`src/design/tfc_pkg.sv`:
```
`timescale 1ns / 1ps
// ----------------------------------------------------------------------------
// tfc_pkg: shared constants for the timing feedback classifier
// Field widths, coach state codes, register indexes, reset values and holds.
// ----------------------------------------------------------------------------
package tfc_pkg;

    localparam int MEAN_W   = 21;
    localparam int US_W     = 20;
    localparam int MS_W     = 32;
    localparam int STAB_W   = 10;
    localparam int STATE_W  = 3;
    localparam int HOLD_W   = 5;
    localparam int CFG_IDX_W = 3;
    localparam int CFG_DATA_W = 32;

    typedef logic [STATE_W-1:0] coach_state_t;
    typedef logic [HOLD_W-1:0]  hold_t;

    // coach state codes
    localparam coach_state_t ST_NEUTRAL  = 3'd0;
    localparam coach_state_t ST_RUSHING  = 3'd1;
    localparam coach_state_t ST_DRAGGING = 3'd2;
    localparam coach_state_t ST_POCKET   = 3'd3;
    localparam coach_state_t ST_RELAX    = 3'd4;

    // register indexes
    localparam logic [CFG_IDX_W-1:0] REG_DRIFT_THRESHOLD    = 3'd0;
    localparam logic [CFG_IDX_W-1:0] REG_POCKET_MEAN_LIMIT  = 3'd1;
    localparam logic [CFG_IDX_W-1:0] REG_POCKET_JITTER_LIMIT = 3'd2;
    localparam logic [CFG_IDX_W-1:0] REG_BASELINE_WINDOW    = 3'd3;
    localparam logic [CFG_IDX_W-1:0] REG_RELAX_START        = 3'd4;
    localparam logic [CFG_IDX_W-1:0] REG_RELAX_MIN_BASELINE = 3'd5;
    localparam logic [CFG_IDX_W-1:0] REG_RELAX_DROP         = 3'd6;

    // register reset values
    localparam logic [US_W-1:0]   RST_DRIFT_THRESHOLD     = 20'd10000;
    localparam logic [US_W-1:0]   RST_POCKET_MEAN_LIMIT   = 20'd3000;
    localparam logic [US_W-1:0]   RST_POCKET_JITTER_LIMIT = 20'd5000;
    localparam logic [MS_W-1:0]   RST_BASELINE_WINDOW     = 32'd120000;
    localparam logic [MS_W-1:0]   RST_RELAX_START         = 32'd300000;
    localparam logic [STAB_W-1:0] RST_RELAX_MIN_BASELINE  = 10'd850;
    localparam logic [STAB_W-1:0] RST_RELAX_DROP          = 10'd150;

    // hold counts loaded on entering a state
    localparam hold_t HOLD_STEADY = 5'd16;
    localparam hold_t HOLD_RELAX  = 5'd24;

endpackage

```
`src/design/timing_feedback_classifier_unit.sv`:
```
`timescale 1ns / 1ps
// ----------------------------------------------------------------------------
// timing_feedback_classifier_unit: per-beat timing coach classifier
// Tracks a baseline stability, then classifies each beat as relax, in pocket,
// rushing, dragging or neutral with a hold counter for hysteresis.
// ----------------------------------------------------------------------------
//
//  Channel | Handshake              | Payload
//  --------+------------------------+---------------------------------------
//  in      | in_valid / in_stall    | data_valid, mean_deviation_us,
//          |                        | jitter_us, stability, elapsed_ms
//  out     | out_valid / out_stall  | coach_state, flow
//  cfg     | cfg_write              | cfg_index, cfg_data
//
//  One beat in and one beat out per cycle while out_stall is low; a beat
//  passes the input register, then is classified and its state update
//  loaded into the result register. The throughput is set by the single
//  classify stage, which closes the loop of state, hold, baseline and lock.
//  Reset clears the state, the hold counter, the baseline and both valid
//  flags, and loads every configuration register with its default.
//  A stalled result holds; in_stall rises only when the input register is
//  full and the result register cannot drain in the same cycle.
//
module timing_feedback_classifier_unit
(
    input  logic                                clk,
    input  logic                                rst_n,

    input  logic                                cfg_write,
    input  logic [tfc_pkg::CFG_IDX_W-1:0]       cfg_index,
    input  logic [tfc_pkg::CFG_DATA_W-1:0]      cfg_data,

    input  logic                                in_valid,
    output logic                                in_stall,
    input  logic                                data_valid,
    input  logic signed [tfc_pkg::MEAN_W-1:0]   mean_deviation_us,
    input  logic [tfc_pkg::US_W-1:0]            jitter_us,
    input  logic [tfc_pkg::STAB_W-1:0]          stability,
    input  logic [tfc_pkg::MS_W-1:0]            elapsed_ms,

    output logic                                out_valid,
    input  logic                                out_stall,
    output logic [tfc_pkg::STATE_W-1:0]         coach_state,
    output logic                                flow
);

    // ------------------------------------------------------------------
    // Configuration registers
    // ------------------------------------------------------------------
    logic [tfc_pkg::US_W-1:0]   drift_reg;
    logic [tfc_pkg::US_W-1:0]   pocket_mean_reg;
    logic [tfc_pkg::US_W-1:0]   pocket_jitter_reg;
    logic [tfc_pkg::MS_W-1:0]   window_reg;
    logic [tfc_pkg::MS_W-1:0]   relax_start_reg;
    logic [tfc_pkg::STAB_W-1:0] relax_min_reg;
    logic [tfc_pkg::STAB_W-1:0] relax_drop_reg;

    // Truncate the write data to each register's width; drop unknown indexes.
    always_ff @(posedge clk or negedge rst_n)
    begin
        if (!rst_n)
        begin
            drift_reg         <= tfc_pkg::RST_DRIFT_THRESHOLD;
            pocket_mean_reg   <= tfc_pkg::RST_POCKET_MEAN_LIMIT;
            pocket_jitter_reg <= tfc_pkg::RST_POCKET_JITTER_LIMIT;
            window_reg        <= tfc_pkg::RST_BASELINE_WINDOW;
            relax_start_reg   <= tfc_pkg::RST_RELAX_START;
            relax_min_reg     <= tfc_pkg::RST_RELAX_MIN_BASELINE;
            relax_drop_reg    <= tfc_pkg::RST_RELAX_DROP;
        end
        else if (cfg_write)
        begin
            case (cfg_index)
                tfc_pkg::REG_DRIFT_THRESHOLD:
                    drift_reg <= cfg_data[tfc_pkg::US_W-1:0];
                tfc_pkg::REG_POCKET_MEAN_LIMIT:
                    pocket_mean_reg <= cfg_data[tfc_pkg::US_W-1:0];
                tfc_pkg::REG_POCKET_JITTER_LIMIT:
                    pocket_jitter_reg <= cfg_data[tfc_pkg::US_W-1:0];
                tfc_pkg::REG_BASELINE_WINDOW:
                    window_reg <= cfg_data[tfc_pkg::MS_W-1:0];
                tfc_pkg::REG_RELAX_START:
                    relax_start_reg <= cfg_data[tfc_pkg::MS_W-1:0];
                tfc_pkg::REG_RELAX_MIN_BASELINE:
                    relax_min_reg <= cfg_data[tfc_pkg::STAB_W-1:0];
                tfc_pkg::REG_RELAX_DROP:
                    relax_drop_reg <= cfg_data[tfc_pkg::STAB_W-1:0];
                default:
                    ;
            endcase
        end
    end

    // ------------------------------------------------------------------
    // Handshake: input register feeds the classify stage, which writes the
    // result register. The input register advances whenever the result
    // register is empty or being drained this cycle.
    // ------------------------------------------------------------------
    logic s1_valid_reg;
    logic s1_valid_next;
    logic out_valid_reg;
    logic out_valid_next;
    logic out_free;
    logic s1_advance;
    logic in_take;

    assign out_free   = !out_valid_reg || !out_stall;
    assign s1_advance = s1_valid_reg && out_free;
    assign in_stall   = s1_valid_reg && !out_free;
    assign in_take    = in_valid && !in_stall;

    always_comb
    begin
        s1_valid_next = s1_valid_reg;
        if (in_take)
            s1_valid_next = 1'b1;
        else if (s1_advance)
            s1_valid_next = 1'b0;

        out_valid_next = out_valid_reg;
        if (s1_advance)
            out_valid_next = 1'b1;
        else if (!out_stall)
            out_valid_next = 1'b0;
    end

    always_ff @(posedge clk or negedge rst_n)
    begin
        if (!rst_n)
        begin
            s1_valid_reg  <= 1'b0;
            out_valid_reg <= 1'b0;
        end
        else
        begin
            s1_valid_reg  <= s1_valid_next;
            out_valid_reg <= out_valid_next;
        end
    end

    // Input payload register: capture on every accepted beat.
    logic                              s1_data_valid_reg;
    logic signed [tfc_pkg::MEAN_W-1:0] s1_mean_reg;
    logic [tfc_pkg::US_W-1:0]          s1_jitter_reg;
    logic [tfc_pkg::STAB_W-1:0]        s1_stab_reg;
    logic [tfc_pkg::MS_W-1:0]          s1_elapsed_reg;

    always_ff @(posedge clk)
    begin
        if (in_take)
        begin
            s1_data_valid_reg <= data_valid;
            s1_mean_reg       <= mean_deviation_us;
            s1_jitter_reg     <= jitter_us;
            s1_stab_reg       <= stability;
            s1_elapsed_reg    <= elapsed_ms;
        end
    end

    // ------------------------------------------------------------------
    // Classify stage
    // ------------------------------------------------------------------
    logic [tfc_pkg::STATE_W-1:0] state_reg;
    logic [tfc_pkg::STATE_W-1:0] state_next;
    logic [tfc_pkg::HOLD_W-1:0]  hold_reg;
    logic [tfc_pkg::HOLD_W-1:0]  hold_next;
    logic [tfc_pkg::STAB_W-1:0]  baseline_reg;
    logic [tfc_pkg::STAB_W-1:0]  baseline_next;
    logic                        locked_reg;
    logic                        locked_next;

    logic signed [tfc_pkg::MEAN_W:0] mean_ext;
    logic signed [tfc_pkg::MEAN_W:0] drift_ext;
    logic [tfc_pkg::MEAN_W-1:0]      abs_mean;
    logic [tfc_pkg::STAB_W:0]        stab_plus_drop;
    logic [tfc_pkg::HOLD_W-1:0]      hold_dec;
    logic                            rushing;
    logic                            dragging;
    logic                            pocket;
    logic                            relax;

    assign mean_ext  = {s1_mean_reg[tfc_pkg::MEAN_W-1], s1_mean_reg};
    assign drift_ext = $signed({2'b00, drift_reg});
    // Negating the most negative mean wraps to the right unsigned magnitude.
    assign abs_mean  = s1_mean_reg[tfc_pkg::MEAN_W-1]
                     ? tfc_pkg::MEAN_W'(-s1_mean_reg)
                     : tfc_pkg::MEAN_W'(s1_mean_reg);
    assign stab_plus_drop = {1'b0, s1_stab_reg} + {1'b0, relax_drop_reg};
    assign hold_dec = (hold_reg == '0) ? hold_reg : hold_reg - 1'b1;

    always_comb
    begin
        // Baseline: track the peak inside the window; lock on the first beat
        // past it, falling back to the current score when the peak is zero.
        baseline_next = baseline_reg;
        locked_next   = locked_reg;
        if (s1_elapsed_reg < window_reg)
        begin
            if (s1_stab_reg > baseline_reg)
                baseline_next = s1_stab_reg;
        end
        else if (!locked_reg)
        begin
            locked_next = 1'b1;
            if (baseline_reg == '0)
                baseline_next = s1_stab_reg;
        end

        rushing  = s1_data_valid_reg && (mean_ext <= -drift_ext);
        dragging = s1_data_valid_reg && (mean_ext >= drift_ext);
        pocket   = s1_data_valid_reg
                && (abs_mean <= {1'b0, pocket_mean_reg})
                && (s1_jitter_reg <= pocket_jitter_reg);
        relax    = (s1_elapsed_reg >= relax_start_reg) && locked_next
                && (baseline_next >= relax_min_reg)
                && (stab_plus_drop <= {1'b0, baseline_next});

        // Priority: relax (if not yet relaxed), pocket, rushing, dragging,
        // then neutral once the hold runs out. A kept state counts it down.
        state_next = state_reg;
        hold_next  = hold_dec;
        if (relax && state_reg != tfc_pkg::ST_RELAX)
        begin
            state_next = tfc_pkg::ST_RELAX;
            hold_next  = tfc_pkg::HOLD_RELAX;
        end
        else if (pocket)
        begin
            if (state_reg != tfc_pkg::ST_POCKET)
            begin
                state_next = tfc_pkg::ST_POCKET;
                hold_next  = tfc_pkg::HOLD_STEADY;
            end
        end
        else if (rushing)
        begin
            if (state_reg != tfc_pkg::ST_RUSHING)
            begin
                state_next = tfc_pkg::ST_RUSHING;
                hold_next  = tfc_pkg::HOLD_STEADY;
            end
        end
        else if (dragging)
        begin
            if (state_reg != tfc_pkg::ST_DRAGGING)
            begin
                state_next = tfc_pkg::ST_DRAGGING;
                hold_next  = tfc_pkg::HOLD_STEADY;
            end
        end
        else if (hold_dec == '0)
        begin
            state_next = tfc_pkg::ST_NEUTRAL;
        end
    end

    // Commit the state only when a beat leaves the input register.
    always_ff @(posedge clk or negedge rst_n)
    begin
        if (!rst_n)
        begin
            state_reg    <= tfc_pkg::ST_NEUTRAL;
            hold_reg     <= '0;
            baseline_reg <= '0;
            locked_reg   <= 1'b0;
        end
        else if (s1_advance)
        begin
            state_reg    <= state_next;
            hold_reg     <= hold_next;
            baseline_reg <= baseline_next;
            locked_reg   <= locked_next;
        end
    end

    // Result register: load with the new state as the beat advances.
    logic [tfc_pkg::STATE_W-1:0] out_state_reg;
    logic                        out_flow_reg;

    always_ff @(posedge clk)
    begin
        if (s1_advance)
        begin
            out_state_reg <= state_next;
            out_flow_reg  <= (state_next == tfc_pkg::ST_POCKET);
        end
    end

    assign out_valid   = out_valid_reg;
    assign coach_state = out_state_reg;
    assign flow        = out_flow_reg;

    // ------------------------------------------------------------------
    // Assertions
    // ------------------------------------------------------------------
    // Neutral is only ever entered or kept with the hold run out.
    a_neutral_no_hold: assert property (@(posedge clk) disable iff (!rst_n)
        (state_reg == tfc_pkg::ST_NEUTRAL) |-> (hold_reg == '0))
        else $error("hold counter running while neutral");

    // The hold never exceeds the longest load.
    a_hold_bound: assert property (@(posedge clk) disable iff (!rst_n)
        hold_reg <= tfc_pkg::HOLD_RELAX)
        else $error("hold counter above relax hold");

    // Backpressure only with a beat waiting in the input register.
    a_stall_needs_beat: assert property (@(posedge clk) disable iff (!rst_n)
        in_stall |-> (s1_valid_reg && out_valid_reg && out_stall))
        else $error("input stalled with nothing blocked");

    // Once locked, the baseline lock never drops.
    a_lock_sticks: assert property (@(posedge clk) disable iff (!rst_n)
        $past(locked_reg) |-> locked_reg)
        else $error("baseline lock lost");

endmodule
```
`config.mk`:
```
export PLATFORM = sky130hd
export DESIGN_NAME = timing_feedback_classifier_unit
export DESIGN_NICKNAME = d
export VERILOG_FILES = /design/src/design/tfc_pkg.sv /design/src/design/timing_feedback_classifier_unit.sv
export SDC_FILE = /design/constraint.sdc
export NUM_CORES = 1
export LEC_CHECK = 0
export ABC_AREA = 1
export ABC_CLOCK_PERIOD_IN_PS = 5700
export BUFFER_PORTS_ARGS = -buffer_cell sky130_fd_sc_hd__buf_2
export CORE_MARGIN = 5
export CORE_UTILIZATION = 45
export CTS_CLUSTER_DIAMETER = 100
export DETAILED_ROUTE_END_ITERATION = 12
export PLACE_DENSITY = 0.64
export SLEW_MARGIN = 20
export SYNTH_ARGS = -nofsm -noshare
export SYNTH_HDL_FRONTEND = slang
export SYNTH_SLANG_ARGS = --single-unit
```
`constraint.sdc`:
```
create_clock -name clk -period 5.7 [get_ports clk]
set_input_delay 0.285 -clock clk [delete_from_list [all_inputs] [get_ports clk]]
set_output_delay 0.285 -clock clk [all_outputs]
set_load 0.005 [all_outputs]
```
# Word level (Yosys, flattened, before mapping)
# Cells that the tools add are included.
[classes]
add_sub_neg = 4
n_mul = 0
div = 0
n_lt_le_gt_ge = 9
n_eq_ne = 12
shift = 0
mux = 26
n_bitwise = 0
n_reduce_logical = 28
[ops]
columns = ["cell", "count"]
rows = [
  ["$mux 10", 4],
  ["$mux 5", 8],
  ["$ge 32x32->1", 1],
  ["$lt 32x32->1", 1],
  ["$mux 3", 8],
  ["$le 21x22->1", 1],
  ["$neg 20->22", 1],
  ["$ge 21x21->1", 1],
  ["$le 21x20->1", 1],
  ["$mux 21", 1],
  ["$neg 21->21", 1],
  ["$le 20x20->1", 1],
  ["$reduce_and 2->1", 7],
  ["$add 10x10->11", 1],
  ["$le 11x10->1", 1],
  ["$logic_and 1x1->1", 11],
  ["$ge 10x10->1", 1],
  ["$gt 10x10->1", 1],
  ["$logic_not 10->1", 1],
  ["$logic_not 5->1", 2],
  ["$eq 3x2->1 const B", 3],
  ["$eq 3x3->1 const B", 3],
  ["$ne 3x2->1 const B", 2],
  ["$mux 1", 5],
  ["other kinds (9)", 12],
]
[word_totals]
register_bits = 253
latch_bits = 0
ramBits = 0
rom_bits = 0
in_bits = 124
memories = 0

# Depth between registers and ports, before layout
[logic_depth]
word_depth = 10
mapped_depth = 36

# Worst setup path after synthesis
# No wires, ideal clock.
[synth_path]
path_kind = "register -> register"
start = "register window_reg[15] in the netlist's numbering"
end = "register out_state_reg, in the netlist coach_state[2], data pin"
setup_time_ps = 255
arrival_ps = 3322
required_ps = 5445
setup_slack_ps = 2123
stages_incl_launch_ff = 32
synth_period_minus_slack_ps = 3577
path_cell_list = "dfstp_2 > inv_1 > ha_1 > nand2_1 > inv_1 > nand3_1 > nor3_1 > nand2_1 > nand2_1 > nand2_2 > nand2_4 > inv_1 > o21ai_4 > inv_2 > o22ai_1 > inv_1 > ha_1 > inv_1 > a21boi_0 > o21a_1 > o21ai_0 > nand2_1 > o21ai_0 > inv_1 > nand2_1 > nand2_1 > nand2_1 > nand2_1 > nand2_2 > nor2_4 > nand2_4 > nand2_4"
[synth_via]
elab_chain_len = 7
elab_cells_between_ends = 10
[synth_lines]
columns = ["element", "line", "text"]
rows = [
  ["start, declared", "timing_feedback_classifier_unit.sv:53", "logic [tfc_pkg::MS_W-1:0] window_reg;"],
  ["start signal, assigned", "timing_feedback_classifier_unit.sv:66", "window_reg <= tfc_pkg::RST_BASELINE_WINDOW;"],
  ["start signal, assigned", "timing_feedback_classifier_unit.sv:81", "window_reg <= cfg_data[tfc_pkg::MS_W-1:0];"],
  ["$lt 32x32->1 (*)", "timing_feedback_classifier_unit.sv:197", "if (s1_elapsed_reg < window_reg)"],
  ["$mux 10 (*)", "timing_feedback_classifier_unit.sv:197", ""],
  ["net baseline_next, one bit", "timing_feedback_classifier_unit.sv:168", "logic [tfc_pkg::STAB_W-1:0] baseline_next;"],
  ["$ge 10x10->1", "timing_feedback_classifier_unit.sv:215", "&& (baseline_next >= relax_min_reg)"],
  ["$logic_and 1x1->1", "timing_feedback_classifier_unit.sv:215", ""],
  ["$logic_and 1x1->1 (*)", "timing_feedback_classifier_unit.sv:216", "&& (stab_plus_drop <= {1'b0, baseline_next});"],
  ["$logic_and 1x1->1 (*)", "timing_feedback_classifier_unit.sv:222", "if (relax && state_reg != tfc_pkg::ST_RELAX)"],
  ["$mux 3 (*)", "timing_feedback_classifier_unit.sv:222", ""],
  ["net state_next, one bit", "timing_feedback_classifier_unit.sv:164", "logic [tfc_pkg::STATE_W-1:0] state_next;"],
  ["end signal, assigned", "timing_feedback_classifier_unit.sv:284", "out_state_reg <= state_next;"],
  ["end, declared", "timing_feedback_classifier_unit.sv:277", "logic [tfc_pkg::STATE_W-1:0] out_state_reg;"],
]
# Mark *: on every way through the listed nets, which the timed path passes. The rest lies on a longest branch.
# A chain may end at the register's enable or synchronous reset.

# Worst setup path after layout
[layout_path]
start = "register window_reg[15] in the netlist's numbering"
end = "register out_flow_reg, in the netlist flow, data pin"
[layout_via]
elab_chain_len = 8
elab_cells_between_ends = 11
[layout_lines]
columns = ["element", "line", "text"]
rows = [
  ["$lt 32x32->1 (*)", "timing_feedback_classifier_unit.sv:197", ""],
  ["$mux 10 (*)", "timing_feedback_classifier_unit.sv:197", ""],
  ["net baseline_next, one bit", "timing_feedback_classifier_unit.sv:168", ""],
  ["$ge 10x10->1", "timing_feedback_classifier_unit.sv:215", ""],
  ["$logic_and 1x1->1", "timing_feedback_classifier_unit.sv:215", ""],
  ["$logic_and 1x1->1 (*)", "timing_feedback_classifier_unit.sv:216", ""],
  ["$logic_and 1x1->1 (*)", "timing_feedback_classifier_unit.sv:222", ""],
  ["$mux 3 (*)", "timing_feedback_classifier_unit.sv:222", ""],
  ["$eq 3x2->1 (*)", "timing_feedback_classifier_unit.sv:285", "out_flow_reg <= (state_next == tfc_pkg::ST_POCKET);"],
  ["end signal, assigned", "timing_feedback_classifier_unit.sv:285", ""],
  ["end, declared", "timing_feedback_classifier_unit.sv:278", "logic out_flow_reg;"],
]
# Marks and branches as above.

==> flow_summary.yaml <==
power_and_ir_drop:
  total_leakage_power_nw: 8.82
  sequentialPowerShare_pct: 38.6
  ir_worst_vdd_mv: 0.358
  power_density_nw_per_um2: 360
  power_switching_share_pct: 35.0
  power.switching_mw: 2.27
  clock_power_share_pct: 28.5
  combPwrFrac_pct: 33.0
  internal_power_mw: 4.21
finish:
  drive_gt1_share_pct: 13.7
  final_cell_area_sq_um: 18000
  antennaDiodeCount: 0
  layout-area-overhead-vs-synth_pct: 20.7
  nets: 2225
setup_path:
  timing.rr.start: "window_reg[15]"
  critPathTopFamily: "simple AND/OR/NAND/NOR gates"
  critical_path.slowest_cell: "sky130_fd_sc_hd__dfstp_2"
  r2r_endpoint: "flow"
  timing_worst_setup_path_type: "register to register"
  ff2ff_setup_slack_ns: 1.52
  data_required_time_of_the_critical_path_ns: 6.13
  worstSetupEndpointType: "register"
  critical_path.n_buffers_inverters: 7
  timing.critical_path.arrival_ns: 4.61
  critPathLaunchType: "register"
  critical_path_depth: 32
  crit_path_start: "window_reg[15]"
  crit_path_frequent_cell: "sky130_fd_sc_hd__nand2_1"
  critPathMaxStageDelay_ns: 0.53
  crit_path_max_fanout: 9
  setup.worst_path.end: "flow"
  r2r.worst_path.cells: 32
sta:
  timing.max_slew.rel_slack_pct: 36.1
  setup_tns_ns: 0
  tightest_slew_ns: 0.958
  final_report_max_slew_violation_count: 0
  finalHoldViolCount: 0
  max_clock_freq_mhz: 239
  period_share_pct: 73.3
  final_period_minus_worst_setup_slack_ns: 4.18
  setup_violations: 0
  clock-skew-final_ns: 0.0120
  setup_slack_ns: 1.52
  grt_setup_unrepaired: "false"
clocking:
  clock_tree_buf_depth: 3
  post_cts_setup_repair_buffer_count: 0
  clock_sink_count: 253
  total_clock_buffers_created_by_cts: 29
  tritoncts: "done"
  clk-insertion-delay-late_ns: 0.57
  cts.clk_slew.worst_paths_ns: 0.06
  clk_root_buf: "sky130_fd_sc_hd__clkbuf_16"
  h-tree-depth: 1
yosys:
  synthesis.area_per_instance_sq_um: 8.87
  yosys_warnings: 0
  share_of_flip_flops_with_an_asynchronous_set_or_reset_after_synthesis_pct: 65.2
  synth_largest_type_area_fraction_pct: 20.8
  synthesis.instances: 1683
  yosysSeqAreaShare_pct: 45.7
  number_of_enable_flip_flop_cells_after_synthesis: 88
  netlist.top_cell.by_area: "sky130_fd_sc_hd__dfrtp_1"
  ys_ff_latch: 253
  net_count_after_synthesis: 1993
  top_cells_by_area_in_the_synthesized_netlist: "sky130_fd_sc_hd__dfrtp_1 (21%), sky130_fd_sc_hd__edfxtp_1 (18%), sky130_fd_sc_hd__ha_1 (16%), sky130_fd_sc_hd__nand2_1 (9.1%), sky130_fd_sc_hd__dfstp_2 (7.2%)"
  post_synth_most_frequent_cells: "sky130_fd_sc_hd__nand2_1 (361), sky130_fd_sc_hd__inv_1 (282), sky130_fd_sc_hd__ha_1 (185), sky130_fd_sc_hd__o21ai_0 (180), sky130_fd_sc_hd__dfrtp_1 (124)"
  syn_area_sq_um: 14900
  synth-main-ff-cell: "sky130_fd_sc_hd__dfrtp_1"
  most_used_standard_cell_by_instance_count_after_synthesis: "sky130_fd_sc_hd__nand2_1"
  yosysUniqueCellTypes: 47
detailed_routing:
  post_drt_via_cell_ratio: 4.96
  antenna_left: 0
  routedWlPerCell_um: 15.6
  via_count: 11800
  first_pass_iters: 5
  drt_wl_total_um: 37200
  first_iteration_detailed_routing_drc_count: 728
  drc: 0
grt:
  first_pass_grt_wire_length_um: 59900
  grt_use_total_pct: 20.4
  grt_antenna_before_repair: 2
  first_global_vias: 11700
  grt_max_degree: 76
  grt-ovfl-total: 0
run_status:
  status: "finished, final reports clean"
die:
  floorplan.die.height_um: 192
  fp-row-count: 66
  floorplan.core_area_sq_um: 32600
  initial_core_util_pct: 45.7
  die_width_um: 192
  io_pins: 130
  die-area_sq_um: 36900
placed_design:
  buffer_ports.inserted: 129
  dpl_hpwl_um: 26900
  gpl.final_weighted_congestion: 0.910
  preCtsSetupSlack_ns: 1.54
  detailed_place.area_sq_um: 16100
hold_path:
  hold_depth: 3
  worstHoldPathType: "input pin to register"
flow_run:
  max_cap_viol_count: 0
-- layer usage --
layer | vias to the layer above | part of all wire [%] | GRT usage, %
met5 | - | 0.073 | 0
met3 | 42 | 4.7 | 3.87
met2 | 192 | 47 | 34.3
li1 | 6019 | - | -
met4 | 4 | 1.9 | 3.87
met1 | 5549 | 47 | 27.7
-- how the worst min path moves through the flow --
stage / from / endpoint / slack [ns]
after floorplan: rst_n / baseline_reg[0] / -0.01
after global placement: rst_n / drift_reg[6] / 0.20
after detailed placement: rst_n / drift_reg[7] / 0.20
after CTS: cfg_data[13] / relax_start_reg[13] / 0.06
after global routing: cfg_data[11] / relax_start_reg[11] / 0.09
final: cfg_data[13] / pocket_jitter_reg[13] / 0.09
-- metrics by stage --
step                hold slack, ns  total power, mW  cells  utilization (%)
floorplan                  -0.0106             4.04   1683                -
CTS                         0.0627             6.54   2380             55.2
finish                      0.0941             6.48   2380             55.2
global route                0.0859             7.01   2380             55.2
global placement             0.201             4.55   2227             49.2
detailed placement           0.201             4.61   2227             49.2
-- power groups by stage --
stage	clock, mW	sequential [mW]	combinational, mW
finish	1.85	2.50	2.14
floorplan	0	2.45	1.59
CTS	1.89	2.50	2.16
global route	1.97	2.54	2.50
global placement	0	2.52	2.03
detailed placement	0	2.53	2.09
-- cells in the final DEF, fill, tap and decap left out, types with 3 or more instances in the layout --
cell type and instances:
sky130_fd_sc_hd__edfxtp_1 88, sky130_fd_sc_hd__o21ai_0 180, sky130_fd_sc_hd__nand3b_1 6, sky130_fd_sc_hd__nor3_2 7, sky130_fd_sc_hd__dlygate4sd3_1 99, sky130_fd_sc_hd__clkbuf_1 12, sky130_fd_sc_hd__a22oi_1 5, sky130_fd_sc_hd__nor4_1 5
sky130_fd_sc_hd__buf_2 128, sky130_fd_sc_hd__a21oi_1 85, sky130_fd_sc_hd__nor3_1 18, sky130_fd_sc_hd__a31oi_1 3, sky130_fd_sc_hd__o21bai_1 5, sky130_fd_sc_hd__xnor2_1 9, sky130_fd_sc_hd__clkbuf_8 9, sky130_fd_sc_hd__nor2_4 3
sky130_fd_sc_hd__inv_1 281, sky130_fd_sc_hd__o221ai_1 3, sky130_fd_sc_hd__dfrtp_1 124, sky130_fd_sc_hd__buf_4 6, sky130_fd_sc_hd__o211ai_1 6, sky130_fd_sc_hd__a21o_1 5, sky130_fd_sc_hd__nand3_1 44, sky130_fd_sc_hd__or2_1 4
sky130_fd_sc_hd__nor4_2 4, sky130_fd_sc_hd__nor2_1 70, sky130_fd_sc_hd__a211oi_1 3, sky130_fd_sc_hd__xor2_1 33, sky130_fd_sc_hd__dfstp_2 41, sky130_fd_sc_hd__clkinv_2 3, sky130_fd_sc_hd__nand2_2 7, sky130_fd_sc_hd__nand2_4 5
sky130_fd_sc_hd__o21a_1 7, sky130_fd_sc_hd__clkbuf_16 30, sky130_fd_sc_hd__nand4_1 20, sky130_fd_sc_hd__nand3_2 4, sky130_fd_sc_hd__ha_1 185, sky130_fd_sc_hd__inv_2 9, sky130_fd_sc_hd__o21ai_1 7, sky130_fd_sc_hd__nand2_1 358
-- worst register-to-register path: cells and delay by family (launching register included) --
kind / cells / cell delay (ns)
fa+ha+maj: 2 / 0.55
flops: 1 / 0.53
compound gates: 6 / 1.07
buf+inv: 7 / 0.45
simple gates: 17 / 1.44
-- layout make-up --
class                      count  area (sq um)
inverter                     291          1090
sequential                   253          6820
timing repair buffer         234          1690
clock buffer                  51           920
tap                          442           553
multi-input combinational   1106          6900
clock inverter                 3          30.0
fill                        2957         14600
-- cell families (layout without fill, tap and decap cells) --
kind of cell	Yosys count	in the layout	share of synthesized area (%)
xor+xnor	42	42	2.47
simple gates	560	560	16.5
compound gates	318	318	11.5
fa+ha+maj	186	186	15.6
buf+inv	324	579	8.18
flops	253	253	45.7
-- timing repair --
action,4_1_cts,5_1_grt
hold buffers,99,0
gates resized for setup,0,0
hold endpoints to repair,139,0
Note: power is estimated with default switching activity, not from simulation.
